## config.mk

```make
export PLATFORM = sky130hd
export DESIGN_NAME = endstop_qualifier_homing_sequencer
export DESIGN_NICKNAME = d
export VERILOG_FILES = /design/src/hw/rtl/eqhs_pkg.sv /design/src/hw/rtl/endstop_qualifier_homing_sequencer.sv
export VERILOG_INCLUDE_DIRS = /design/src /design/src/hw/rtl
export SDC_FILE = /design/constraint.sdc
export NUM_CORES = 2
export LEC_CHECK = 0
export CELL_PAD_IN_SITES_DETAIL_PLACEMENT = 0
export CELL_PAD_IN_SITES_GLOBAL_PLACEMENT = 2
export CORE_ASPECT_RATIO = 1.5
export CORE_MARGIN = 3
export CORE_UTILIZATION = 40
export DETAILED_ROUTE_END_ITERATION = 12
export DONT_BUFFER_PORTS = 1
export PLACE_DENSITY = 0.87
export SYNTH_ARGS = -nofsm -noshare
export SYNTH_HDL_FRONTEND = slang
export SYNTH_SLANG_ARGS = --single-unit
```

## constraint.sdc

```tcl
create_clock -name aclk -period 9.3 [get_ports aclk]
set_input_delay 1.395 -clock aclk [delete_from_list [all_inputs] [get_ports aclk]]
set_output_delay 1.395 -clock aclk [all_outputs]
set_load 0.02 [all_outputs]
```

## src/hw/rtl/endstop_qualifier_homing_sequencer_defines.svh

```systemverilog
// assertion helpers used by the sequencer rtl
`ifndef ENDSTOP_QUALIFIER_HOMING_SEQUENCER_DEFINES_SVH
`define ENDSTOP_QUALIFIER_HOMING_SEQUENCER_DEFINES_SVH

// same-cycle implication, checked outside reset
`define EQHS_ASSERT_SAME(label, clk, rstn, ante, cons) \
    label: assert property (@(posedge clk) disable iff (!(rstn)) (ante) |-> (cons)) \
        else $error("eqhs same-cycle check failed");

// next-cycle implication, checked outside reset
`define EQHS_ASSERT_NEXT(label, clk, rstn, ante, cons) \
    label: assert property (@(posedge clk) disable iff (!(rstn)) (ante) |=> (cons)) \
        else $error("eqhs next-cycle check failed");

`endif

```

## src/hw/rtl/eqhs_pkg.sv

```systemverilog
package eqhs_pkg;

    // default sizes
    localparam int NUM_SWITCHES_DEF = 6;
    localparam int TIME_WIDTH_DEF   = 32;

    // axes and field widths
    localparam int AXES        = 3;
    localparam int CFG_DATA_W  = 32;
    localparam int CFG_INDEX_W = 3;
    localparam int PHASE_W     = 3;
    localparam int PERIOD_W    = 16;

    // opcodes
    localparam logic OP_TICK  = 1'b0;
    localparam logic OP_START = 1'b1;

    // configuration register indexes
    localparam logic [CFG_INDEX_W-1:0] CFG_DEBOUNCE    = 3'd0;
    localparam logic [CFG_INDEX_W-1:0] CFG_RESUME_HOLD = 3'd1;
    localparam logic [CFG_INDEX_W-1:0] CFG_PULSE_WIDTH = 3'd2;
    localparam logic [CFG_INDEX_W-1:0] CFG_FAST_DELAY  = 3'd3;
    localparam logic [CFG_INDEX_W-1:0] CFG_SLOW_DELAY  = 3'd4;
    localparam logic [CFG_INDEX_W-1:0] CFG_DIR_INVERT  = 3'd5;

    // configuration reset values
    localparam logic [CFG_DATA_W-1:0] DEBOUNCE_RST    = 32'd10000;
    localparam logic [CFG_DATA_W-1:0] RESUME_HOLD_RST = 32'd1000000;
    localparam logic [PERIOD_W-1:0]   PULSE_WIDTH_RST = 16'd5;
    localparam logic [PERIOD_W-1:0]   FAST_DELAY_RST  = 16'd500;
    localparam logic [PERIOD_W-1:0]   SLOW_DELAY_RST  = 16'd2000;
    localparam logic [AXES-1:0]       DIR_INVERT_RST  = 3'd0;

    // homing phase codes
    localparam logic [PHASE_W-1:0] PHASE_IDLE         = 3'd0;
    localparam logic [PHASE_W-1:0] PHASE_AWAY_FIRST   = 3'd1;
    localparam logic [PHASE_W-1:0] PHASE_TOWARDS_FAST = 3'd2;
    localparam logic [PHASE_W-1:0] PHASE_AWAY_SECOND  = 3'd3;
    localparam logic [PHASE_W-1:0] PHASE_SLOW         = 3'd4;

    // period count value that forces a sample on the next tick
    localparam logic [PERIOD_W-1:0] SAMPLE_NOW = 16'hFFFF;

endpackage

```

## src/hw/rtl/endstop_qualifier_homing_sequencer.sv

```systemverilog
// Limit switch debounce and axis homing sequencer. Each item is either a time tick carrying
// the raw active-low switch and resume levels, or a start-homing command with an axis mask.
// Every item gives exactly one result: debounced switch flags, resume status, step pulses,
// direction levels and homing status. The block takes one item per clock cycle and the
// result appears in the output register on the cycle after acceptance; s_ready only drops
// while that register holds a result that m_ready has not taken. The cycle's path is the
// saturating switch timers and their compare against debounce_ticks, followed by the homing
// step logic (one 16-bit compare, one increment, one compare against the pulse width).
// Configuration is written through cfg_wr_en / cfg_index / cfg_wr_data and takes effect
// on the next item; indexes beyond the register list are ignored.
`include "endstop_qualifier_homing_sequencer_defines.svh"

module endstop_qualifier_homing_sequencer
    import eqhs_pkg::*;
#(
    parameter int NUM_SWITCHES = NUM_SWITCHES_DEF,
    parameter int TIME_WIDTH   = TIME_WIDTH_DEF
) (
    input  logic                    aclk,
    input  logic                    aresetn,

    // configuration write port
    input  logic                    cfg_wr_en,
    input  logic [CFG_INDEX_W-1:0]  cfg_index,
    input  logic [CFG_DATA_W-1:0]   cfg_wr_data,

    // input items
    input  logic                    s_valid,
    output logic                    s_ready,
    input  logic                    s_opcode,
    input  logic [AXES-1:0]         s_axis_mask,
    input  logic [NUM_SWITCHES-1:0] s_switch_levels,
    input  logic                    s_resume_level,

    // result items
    output logic                    m_valid,
    input  logic                    m_ready,
    output logic [NUM_SWITCHES-1:0] m_switches_pressed,
    output logic                    m_resume_ok,
    output logic [AXES-1:0]         m_step_pulses,
    output logic [AXES-1:0]         m_dir_levels,
    output logic                    m_homing_busy,
    output logic [PHASE_W-1:0]      m_homing_phase,
    output logic                    m_homing_done
);

    localparam logic [TIME_WIDTH-1:0] TIME_MAX = {TIME_WIDTH{1'b1}};

    // configuration registers
    logic [CFG_DATA_W-1:0] debounce_ticks_reg;
    logic [CFG_DATA_W-1:0] resume_hold_ticks_reg;
    logic [PERIOD_W-1:0]   pulse_width_ticks_reg;
    logic [PERIOD_W-1:0]   fast_step_delay_reg;
    logic [PERIOD_W-1:0]   slow_step_delay_reg;
    logic [AXES-1:0]       dir_invert_reg;

    // qualifier state
    logic [NUM_SWITCHES-1:0] last_levels_reg;
    logic [TIME_WIDTH-1:0]   since_press_reg [NUM_SWITCHES];
    logic [TIME_WIDTH-1:0]   since_press_next [NUM_SWITCHES];
    logic [TIME_WIDTH-1:0]   since_press_eff [NUM_SWITCHES];
    logic [TIME_WIDTH-1:0]   resume_since_reg;
    logic [TIME_WIDTH-1:0]   resume_since_next;
    logic                    last_resume_level_reg;

    // homing sequencer state
    logic [PHASE_W-1:0]  phase_reg, phase_next;
    logic [AXES-1:0]     homed_axes_reg, homed_axes_next;
    logic [AXES-1:0]     pulse_axes_left_reg, pulse_axes_left_next;
    logic [PERIOD_W-1:0] period_count_reg, period_count_next;

    // output register
    logic                    m_valid_reg;
    logic [NUM_SWITCHES-1:0] m_switches_pressed_reg;
    logic                    m_resume_ok_reg;
    logic [AXES-1:0]         m_step_pulses_reg;
    logic [AXES-1:0]         m_dir_levels_reg;
    logic [PHASE_W-1:0]      m_homing_phase_reg;
    logic                    m_homing_done_reg;

    // combinational results for the item being accepted
    logic                    is_tick;
    logic                    accept;
    logic                    levels_changed;
    logic [NUM_SWITCHES-1:0] levels_eff;
    logic                    resume_level_eff;
    logic [TIME_WIDTH-1:0]   resume_since_eff;
    logic [NUM_SWITCHES-1:0] pressed;
    logic                    resume_ok;
    logic [AXES-1:0]         min_pressed;
    logic                    towards_cur;
    logic                    towards_next;
    logic [AXES-1:0]         qualify;
    logic [PERIOD_W-1:0]     delay_lim;
    logic [AXES-1:0]         cur_axis;
    logic [PERIOD_W-1:0]     pulse_count;
    logic [AXES-1:0]         step_pulses;
    logic                    homing_done;

    // the output register frees the input side whenever it is empty or being drained
    assign s_ready = !m_valid_reg || m_ready;
    assign accept  = s_valid && s_ready;
    assign is_tick = (s_opcode == OP_TICK);

    // ---------------------------------------------------------------------------------
    // switch debounce: every timer counts up and saturates; a level change anywhere
    // restarts the timers of all switches that now read low
    // ---------------------------------------------------------------------------------
    assign levels_changed = (s_switch_levels != last_levels_reg);

    always_comb begin
        for (int i = 0; i < NUM_SWITCHES; i++) begin
            if (levels_changed && !s_switch_levels[i]) begin
                since_press_next[i] = '0;
            end else if (since_press_reg[i] == TIME_MAX) begin
                since_press_next[i] = TIME_MAX;
            end else begin
                since_press_next[i] = since_press_reg[i] + TIME_WIDTH'(1);
            end
        end
    end

    // a start command leaves the qualifier alone, so its flags come from stored state
    assign levels_eff = is_tick ? s_switch_levels : last_levels_reg;

    always_comb begin
        for (int i = 0; i < NUM_SWITCHES; i++) begin
            since_press_eff[i] = is_tick ? since_press_next[i] : since_press_reg[i];
            pressed[i] = !levels_eff[i]
                || (CFG_DATA_W'(since_press_eff[i]) < debounce_ticks_reg);
        end
    end

    // min switches drive homing; a missing min switch never reads as pressed
    always_comb begin
        for (int a = 0; a < AXES; a++) begin
            min_pressed[a] = (a < NUM_SWITCHES) ? pressed[a % NUM_SWITCHES] : 1'b0;
        end
    end

    // ---------------------------------------------------------------------------------
    // resume button: timer restarts on a press edge, accepted once held long enough
    // ---------------------------------------------------------------------------------
    always_comb begin
        if (!s_resume_level && last_resume_level_reg) begin
            resume_since_next = '0;
        end else if (resume_since_reg == TIME_MAX) begin
            resume_since_next = TIME_MAX;
        end else begin
            resume_since_next = resume_since_reg + TIME_WIDTH'(1);
        end
    end

    assign resume_level_eff = is_tick ? s_resume_level : last_resume_level_reg;
    assign resume_since_eff = is_tick ? resume_since_next : resume_since_reg;
    assign resume_ok = !resume_level_eff
        && (CFG_DATA_W'(resume_since_eff) > resume_hold_ticks_reg);

    // ---------------------------------------------------------------------------------
    // homing sequencer
    // ---------------------------------------------------------------------------------
    assign towards_cur = (phase_reg == PHASE_TOWARDS_FAST) || (phase_reg == PHASE_SLOW);
    assign delay_lim   = (phase_reg == PHASE_SLOW) ? slow_step_delay_reg : fast_step_delay_reg;
    // away phases keep moving axes still on their switch, towards phases those still off
    assign qualify = towards_cur ? (~min_pressed & homed_axes_reg)
                                 : (min_pressed & homed_axes_reg);

    always_comb begin
        phase_next           = phase_reg;
        homed_axes_next      = homed_axes_reg;
        pulse_axes_left_next = pulse_axes_left_reg;
        period_count_next    = period_count_reg;
        step_pulses          = '0;
        homing_done          = 1'b0;
        cur_axis             = '0;
        pulse_count          = '0;
        if (is_tick) begin
            if (phase_reg != PHASE_IDLE) begin
                // no pulse pending: wait out the step delay, then sample the endstops
                if (pulse_axes_left_reg == '0) begin
                    if (period_count_reg < delay_lim) begin
                        period_count_next = period_count_reg + PERIOD_W'(1);
                    end else if (qualify == '0) begin
                        if (phase_reg == PHASE_SLOW) begin
                            phase_next  = PHASE_IDLE;
                            homing_done = 1'b1;
                        end else begin
                            phase_next = phase_reg + PHASE_W'(1);
                        end
                        period_count_next = SAMPLE_NOW;
                    end else begin
                        pulse_axes_left_next = qualify;
                        period_count_next    = '0;
                    end
                end
                // pulse the lowest pending axis; a sampling tick carries the first pulse
                if (phase_next != PHASE_IDLE && pulse_axes_left_next != '0) begin
                    cur_axis    = pulse_axes_left_next & (~pulse_axes_left_next + AXES'(1));
                    step_pulses = cur_axis;
                    pulse_count = period_count_next + PERIOD_W'(1);
                    if (pulse_count >= pulse_width_ticks_reg) begin
                        pulse_axes_left_next = pulse_axes_left_next & ~cur_axis;
                        period_count_next    = '0;
                    end else begin
                        period_count_next = pulse_count;
                    end
                end
            end
        end else if (phase_reg == PHASE_IDLE) begin
            // start command, ignored while a sequence runs
            homed_axes_next      = s_axis_mask;
            phase_next           = PHASE_AWAY_FIRST;
            pulse_axes_left_next = '0;
            period_count_next    = SAMPLE_NOW;
        end
    end

    assign towards_next = (phase_next == PHASE_TOWARDS_FAST) || (phase_next == PHASE_SLOW);

    // ---------------------------------------------------------------------------------
    // configuration registers
    // ---------------------------------------------------------------------------------
    always_ff @(posedge aclk) begin
        if (!aresetn) begin
            debounce_ticks_reg    <= DEBOUNCE_RST;
            resume_hold_ticks_reg <= RESUME_HOLD_RST;
            pulse_width_ticks_reg <= PULSE_WIDTH_RST;
            fast_step_delay_reg   <= FAST_DELAY_RST;
            slow_step_delay_reg   <= SLOW_DELAY_RST;
            dir_invert_reg        <= DIR_INVERT_RST;
        end else if (cfg_wr_en) begin
            unique case (cfg_index)
                CFG_DEBOUNCE:    debounce_ticks_reg    <= cfg_wr_data;
                CFG_RESUME_HOLD: resume_hold_ticks_reg <= cfg_wr_data;
                CFG_PULSE_WIDTH: pulse_width_ticks_reg <= cfg_wr_data[PERIOD_W-1:0];
                CFG_FAST_DELAY:  fast_step_delay_reg   <= cfg_wr_data[PERIOD_W-1:0];
                CFG_SLOW_DELAY:  slow_step_delay_reg   <= cfg_wr_data[PERIOD_W-1:0];
                CFG_DIR_INVERT:  dir_invert_reg        <= cfg_wr_data[AXES-1:0];
                default: begin
                end
            endcase
        end
    end

    // ---------------------------------------------------------------------------------
    // block state, updated once per accepted item
    // ---------------------------------------------------------------------------------
    always_ff @(posedge aclk) begin
        if (!aresetn) begin
            last_levels_reg       <= '1;
            resume_since_reg      <= '0;
            last_resume_level_reg <= 1'b1;
            phase_reg             <= PHASE_IDLE;
            homed_axes_reg        <= '0;
            pulse_axes_left_reg   <= '0;
            period_count_reg      <= '0;
            for (int i = 0; i < NUM_SWITCHES; i++) begin
                since_press_reg[i] <= TIME_MAX;
            end
        end else if (accept) begin
            if (is_tick) begin
                last_levels_reg       <= s_switch_levels;
                resume_since_reg      <= resume_since_next;
                last_resume_level_reg <= s_resume_level;
                for (int i = 0; i < NUM_SWITCHES; i++) begin
                    since_press_reg[i] <= since_press_next[i];
                end
            end
            phase_reg           <= phase_next;
            homed_axes_reg      <= homed_axes_next;
            pulse_axes_left_reg <= pulse_axes_left_next;
            period_count_reg    <= period_count_next;
        end
    end

    // ---------------------------------------------------------------------------------
    // result register
    // ---------------------------------------------------------------------------------
    always_ff @(posedge aclk) begin
        if (!aresetn) begin
            m_valid_reg <= 1'b0;
        end else if (accept) begin
            m_valid_reg <= 1'b1;
        end else if (m_ready) begin
            m_valid_reg <= 1'b0;
        end
    end

    always_ff @(posedge aclk) begin
        if (accept) begin
            m_switches_pressed_reg <= pressed;
            m_resume_ok_reg        <= resume_ok;
            m_step_pulses_reg      <= step_pulses;
            m_dir_levels_reg       <= {AXES{towards_next}} ^ dir_invert_reg;
            m_homing_phase_reg     <= phase_next;
            m_homing_done_reg      <= homing_done;
        end
    end

    assign m_valid            = m_valid_reg;
    assign m_switches_pressed = m_switches_pressed_reg;
    assign m_resume_ok        = m_resume_ok_reg;
    assign m_step_pulses      = m_step_pulses_reg;
    assign m_dir_levels       = m_dir_levels_reg;
    assign m_homing_busy      = (m_homing_phase_reg != PHASE_IDLE);
    assign m_homing_phase     = m_homing_phase_reg;
    assign m_homing_done      = m_homing_done_reg;

    // ---------------------------------------------------------------------------------
    // assertions
    // ---------------------------------------------------------------------------------
    // only one axis is pulsed at a time
    `EQHS_ASSERT_SAME(a_single_pulse, aclk, aresetn, m_valid_reg, $onehot0(m_step_pulses_reg))
    // a finishing sequence reports idle in the same result
    `EQHS_ASSERT_SAME(a_done_idle, aclk, aresetn, m_valid_reg && m_homing_done_reg,
        m_homing_phase_reg == PHASE_IDLE && m_step_pulses_reg == '0)
    // pending pulses and emitted pulses stay within the axes being homed
    `EQHS_ASSERT_SAME(a_pending_in_mask, aclk, aresetn, 1'b1,
        (pulse_axes_left_reg & ~homed_axes_reg) == '0)
    `EQHS_ASSERT_SAME(a_pulse_in_mask, aclk, aresetn, m_valid_reg,
        (m_step_pulses_reg & ~homed_axes_reg) == '0)
    // a start command while idle enters the first away phase with a forced sample
    `EQHS_ASSERT_NEXT(a_start_enters, aclk, aresetn,
        accept && s_opcode == OP_START && phase_reg == PHASE_IDLE,
        phase_reg == PHASE_AWAY_FIRST && period_count_reg == SAMPLE_NOW)

endmodule
```

Word-level counts from Yosys, hierarchy flattened
Memories as Yosys holds them, arrays and structs flattened.
Index checks and enable logic that the tools add are counted.
{ "totals": {"output_inout_bits": 20, "elab_cells": 199, "n_memories": 1, "ramBits": 192, "register_bits": 197} }
{ "memory_table": {"columns": ["name", "depth", "word_bits", "rd", "rd_ports_with_merged_regs", "wr", "line", "rtl"], "rows": [
  ["since_press_reg", 6, 32, 6, 0, 6, "endstop_qualifier_homing_sequencer.sv:59", "logic [TIME_WIDTH-1:0] since_press_reg [NUM_SWITCHES];"]
]} }
{ "op_classes": {"magnitude_cmp": 9, "addsub": 11, "mux": 68, "reduce_logical": 54, "n_eq_ne": 18, "bitwise": 18} }
{ "ops": {"columns": ["op", "n"], "rows": [
  ["$mux W32", 27],
  ["$add A32 B1 Y32 const B", 7],
  ["$eq A32 B32 Y1 const B", 7],
  ["$lt A32 B32 Y1", 6],
  ["$mux W16", 11],
  ["$mux W3", 20],
  ["$add A16 B1 Y16 const B", 2],
  ["$gt A32 B32 Y1", 1],
  ["$ge A16 B16 Y1", 1],
  ["$lt A16 B16 Y1", 1],
  ["$logic_not A1 Y1", 15],
  ["$and A3 B3 Y3", 4],
  ["$eq A3 B2 Y1 const B", 4],
  ["$eq A3 B3 Y1 const B", 4],
  ["$logic_not A3 Y1", 4],
  ["$reduce_and A2 Y1", 6],
  ["$reduce_bool A3 Y1", 4],
  ["$logic_and A1 B1 Y1", 10],
  ["$logic_or A1 B1 Y1", 9],
  ["$mux W1", 9],
  ["$not A3 Y3", 3],
  ["$add A3 B1 Y3 const B", 2],
  ["$mux W6", 1],
  ["$ne A6 B6 Y1", 1],
  ["other kinds (9)", 19]
]} }

Logic depth before layout (Yosys ltp)
{ "depth": {"depth_word": 24, "ltp_mapped": 41} }

Least setup slack after synthesis
Ideal clock, no wire load.
{ "synth_timing": {"kind": "input port to flip-flop", "from": "in s_opcode", "to": "reg period_count_reg[8]", "required_time_ns": 9.214, "path_buffers": 8, "setup_slack_ns": 0.914, "arrival_time_ns": 8.300, "setup_time_ns": 0.086, "stages": 34, "cell_sequence": "clkbuf_1 -> clkbuf_1 -> clkbuf_1 -> buf_1 -> clkbuf_1 -> clkbuf_1 -> a21oi_1 -> nor2_1 -> a21oi_1 -> ha_1 -> a211oi_1 -> nand2_1 -> o311ai_0 -> nand4_1 -> o221a_2 -> and4_1 -> nor2_1 -> a31oi_4 -> nand2b_1 -> a22oi_1 -> ha_1 -> clkbuf_1 -> o211a_1 -> xnor2_1 -> ha_1 -> a21o_1 -> a21oi_1 -> o21ai_0 -> a21o_1 -> nor2_1 -> o21a_1 -> clkbuf_1 -> nand2_1 -> a211oi_1"} }
{ "synth_between": {"elab_chain_len": 18, "elab_cells_between_ends": 45, "classes_between": "add/sub (1); order compare (4); eq/ne (1); mux (24); bitwise (3); reduce/logical (12)"} }
{ "synth_rtl": {"columns": ["element", "line", "rtl"], "rows": [
  ["from (decl)", "endstop_qualifier_homing_sequencer.sv:30", "input logic s_opcode,"],
  ["$mux W32 or $mux W6 (tied branches)", null, null],
  ["$lt A32 B32 Y1 or $logic_not A1 Y1 (tied branches)", "endstop_qualifier_homing_sequencer.sv:130, endstop_qualifier_homing_sequencer.sv:129", null],
  ["$logic_or A1 B1 Y1", "endstop_qualifier_homing_sequencer.sv:130", "|| (CFG_DATA_W'(since_press_eff[i]) < debounce_ticks_reg);"],
  ["$not A3 Y3", "endstop_qualifier_homing_sequencer.sv:165", "assign qualify = towards_cur ? (~min_pressed & homed_axes_reg)"],
  ["$and A3 B3 Y3", "endstop_qualifier_homing_sequencer.sv:165", null],
  ["$mux W3", "endstop_qualifier_homing_sequencer.sv:165", null],
  ["$logic_not A3 Y1", "endstop_qualifier_homing_sequencer.sv:183", "end else if (qualify == '0) begin"],
  ["$mux W16", "endstop_qualifier_homing_sequencer.sv:183", null],
  ["(+2 left out)", null, null],
  ["$mux W16", "endstop_qualifier_homing_sequencer.sv:178", "if (phase_reg != PHASE_IDLE) begin"],
  ["$mux W16", "endstop_qualifier_homing_sequencer.sv:177", "if (is_tick) begin"],
  ["$add A16 B1 Y16", "endstop_qualifier_homing_sequencer.sv:200", "pulse_count = period_count_next + PERIOD_W'(1);"],
  ["$ge A16 B16 Y1", "endstop_qualifier_homing_sequencer.sv:201", "if (pulse_count >= pulse_width_ticks_reg) begin"],
  ["$mux W16", "endstop_qualifier_homing_sequencer.sv:201", null],
  ["$mux W16", "endstop_qualifier_homing_sequencer.sv:197", "if (phase_next != PHASE_IDLE && pulse_axes_left_next != '0) begin"],
  ["$mux W16", "endstop_qualifier_homing_sequencer.sv:178", null],
  ["$mux W16", "endstop_qualifier_homing_sequencer.sv:177", null],
  ["to (signal assigned)", "endstop_qualifier_homing_sequencer.sv:272", "period_count_reg <= period_count_next;"],
  ["to (decl)", "endstop_qualifier_homing_sequencer.sv:70", "logic [PERIOD_W-1:0] period_count_reg, period_count_next;"]
]} }
Parallel ways exist; a longest one is shown, timed or not. The select of a mux whose other input is x is not followed.
A chain may end at the register's enable or synchronous reset.

==> results.cfg <==
[worst_setup_path]
rrSetupSlack_ns = 0.70
endpoint_kind = register
critPathMaxFanout = 12
worstPathRequired_ns = 9.82
startpoint_type = register
critPathBufInv = 1
critPathTopFamily = simple AND/OR/NAND/NOR gates
rr_startpoint = since_press_reg[0][0]$_SDFFCE_PN1P_
timing.rr.end = period_count_reg[10]$_SDFFE_PN0P_
r2r_cells = 37
max_stage_delay_ns = 0.54
arrival_ns = 9.12
path_class = register to register
slowest_stage = nor4_1

[cts]
cts-buffers-inserted = 45
cts.path.max_buffers = 3
clock_latency_ns = 0.63
cts_max_level = 2
clkSinkCount = 389
cts_root_buf = clkbuf_16
cts_tree = built
clk_pin_slew_ns = 0.07

[synth]
synth-async-reset-ratio_pct = 0
ys_seq_elements = 389
yosys_most_used_dff = edfxtp_1
synth-adder-area-share_pct = 10.5
synth-seq-area-share_pct = 31.5
avgSynthCellArea_sq_um = 7.81
synth_edf_count = 209
synthCells = 4008
synth_compound_area_share_pct = 26.1
syn_nets = 4321
synthSimpleGateAreaFrac_pct = 21.5
syn_area_sq_um = 31300
synth_xor_xnor_area_share_pct = 4.39
synthMuxAreaShare_pct = 1.03
synth_top_family_by_area = compound AO/OA/AOI/OAI gates
netlist-cell-type-count = 88
yosysWarnings = 0

[hold_path]
min_path_type = register to register
hold_depth = 2
worstHoldStart = debounce_ticks_reg[29]$_SDFFE_PN0P_
hold_end = debounce_ticks_reg[29]$_SDFFE_PN0P_

[run]
maxCapViolCount = 0

[timing]
fmaxAchievable_mhz = 116
finalSetupViolCount = 0
slew_viol_final = 0
finalSetupTns_ns = 0
fin_worst_skew_ns = 0.0296
tightest_slew_ns = 1.18
rsz0062_at_grt = false
min_period_over_period_pct = 92.4
slew_headroom_pct = 21.0
finalHoldViolCount = 0
finalCriticalPeriod_ns = 8.60

[cells_and_area]
drive_gt1_share_pct = 5.25
final_core_util_pct = 43.6
largest_reg_flops = 192
nFillCells = 7938
syn_to_final_growth_pct = 8.00
antenna_cells = 0
nets = 4181

[place]
hpwl_um = 73200
place.port_buffers = 0
place.gp.congestion = 0.924

[global_route]
grt_util_all_layers_pct = 25.2
grt_pass1_wl_um = 162000
grt_pass1_vias = 27400
grt_antenna_before_repair = 0
grt_overflow = 0
grt_max_degree = 368

[detailed_routing]
routedWlPerCell_um = 21.5
drt.antenna.violating_nets = 0
wl_um = 106000
dr.first_iter.drc_count = 2304
via_per_inst = 5.93
firstDrtPassIters = 5
drc = 0
via_count = 29200

[die]
core-area_sq_um = 77600
num_rows = 125
initial_core_util_pct = 40.4
die_y_um = 349
fp.dieW_um = 234
num_io_pins = 71
die-area_sq_um = 81800

[power_and_ir_drop]
peakVddDrop_mv = 0.136
power_mw = 5.24
powerDensity_nw_per_um2 = 155
p_leak_nw = 12.6

[run_status]
outcome = complete, no violations
power breakdown:
| part | switching, mW | leakage [nW] | internal (mW) |
|---|---|---|---|
| Clock | 0.845 | 0.751 | 1.13 |
| Sequential | 0.0905 | 3.13 | 1.88 |
| Combinational | 0.789 | 8.75 | 0.511 |
| Total | 1.72 | 12.6 | 3.52 |
worst max path at each step:
stage                                   startpoint                                 to  slack [ns]  cells after the start
6_report       since_press_reg[0][0]$_SDFFCE_PN1P_  period_count_reg[10]$_SDFFE_PN0P_        0.70                     37
5_1_grt        since_press_reg[0][0]$_SDFFCE_PN1P_   period_count_reg[8]$_SDFFE_PN0P_        0.02                     39
4_1_cts        since_press_reg[0][0]$_SDFFCE_PN1P_  period_count_reg[10]$_SDFFE_PN0P_        0.16                     37
3_5_place_dp   since_press_reg[0][0]$_SDFFCE_PN1P_  period_count_reg[10]$_SDFFE_PN0P_        0.29                     37
3_3_place_gp   since_press_reg[0][0]$_SDFFCE_PN1P_  period_count_reg[10]$_SDFFE_PN0P_        0.44                     37
2_1_floorplan                             s_opcode   period_count_reg[8]$_SDFFE_PN0P_        0.91                     34
worst reg2reg max path: cells and delay by family, from the launching register on:
family                     cells  cell delay (ns)
AOI/OAI and AO/OA             15             2.97
xor gates and xnor gates       2             0.24
adders and majority gates      3             0.80
buffers and inverters          1             0.18
DFF                            1             0.46
and+or+nand+nor               16             3.86
area by class of cell:
type	instances	area (sq um)	area share (%)
inverter	154	586	1.73
clock inverter	24	315	0.932
multi-input combinational	3208	20000	59.0
tap	1016	1270	3.76
clock buffer	60	1250	3.71
timing repair buffer	70	551	1.63
sequential	389	9880	29.2
cell usage after synthesis (all sizes together), types with 13 or more instances:
library cell	number	share of area (%)
a21boi	95	2.3
a21o	54	1.3
a21oi	328	5.2
a31o	14	0.39
a31oi	90	1.9
a41oi	21	0.59
and2	29	0.59
and3	81	1.6
and4	18	0.50
buf	29	0.38
clkbuf	228	2.7
dfxtp	180	12
edfxtp	209	20
ha	262	10
inv	154	1.8
mux2i	30	0.96
nand2	534	6.4
nand2b	32	0.64
nand3	132	2.1
nand4	82	1.7
nor2	395	4.8
nor2b	42	0.84
nor3	50	0.85
nor4	24	0.62
o211ai	33	0.81
o21a	31	0.74
o21ai	399	6.4
o22a	126	3.5
or3	13	0.28
xnor2	107	3.0
xor2	50	1.4
kinds of logic after synthesis:
logic type / Yosys count
XOR/XNOR: 157
AND/OR/NAND/NOR: 1457
adder cells (fa/ha/maj): 262
multiplexers: 32
buffers and inverters: 411
AO/OA/AOI/OAI: 1300
flip-flops: 389
placed cells by master, fill, tap and decap left out, types with 45 or more instances in the layout:
master,Yosys,layout
clkbuf_16,0,46
nand4_1,81,81
xor2_1,50,50
and3_1,81,81
nand2_1,534,534
nor3_1,48,45
a21oi_1,328,328
inv_1,153,150
dfxtp_1,180,180
o21ai_0,397,397
a21o_1,54,54
xnor2_1,107,107
o22a_1,126,126
a21boi_0,95,95
nand3_1,132,132
a31oi_1,88,88
ha_1,262,261
buf_4,1,68
nor2_1,393,386
edfxtp_1,209,209
timing repair:
action | CTS | global route
setup endpoints to repair | 0 | 19
hold endpoints to repair | 0 | 0
buffers inserted | 0 | 1
gates resized for setup | 0 | 6
hold buffers | 0 | 0
per-layer routing:
| metal | global-route usage, % | wire (um) | part of all wire, % | vias to the layer above |
|---|---|---|---|---|
| li1 | - | - | - | 14300 |
| met1 | 31.2 | 43700 | 41 | 13900 |
| met2 | 43.4 | 51800 | 49 | 745 |
| met3 | 3.30 | 5090 | 4.8 | 206 |
| met4 | 11.1 | 5300 | 5.0 | 0 |
| met5 | 0 | 0 | 0 | - |
stage by stage:
| step | instance area, sq um | setup slack (ns) | cells | hold slack [ns] |
|---|---|---|---|---|
| after floorplan | 31300 | 0.914 | 4008 | 0.440 |
| after global placement | 32200 | 0.439 | 4836 | 0.448 |
| after detailed placement | 32200 | 0.285 | 4836 | 0.454 |
| after CTS | 33800 | 0.163 | 4920 | 0.465 |
| after global routing | 33800 | 0.0165 | 4921 | 0.480 |
| final | 33800 | 0.703 | 4921 | 0.462 |
(Power assumes the default switching activity.)
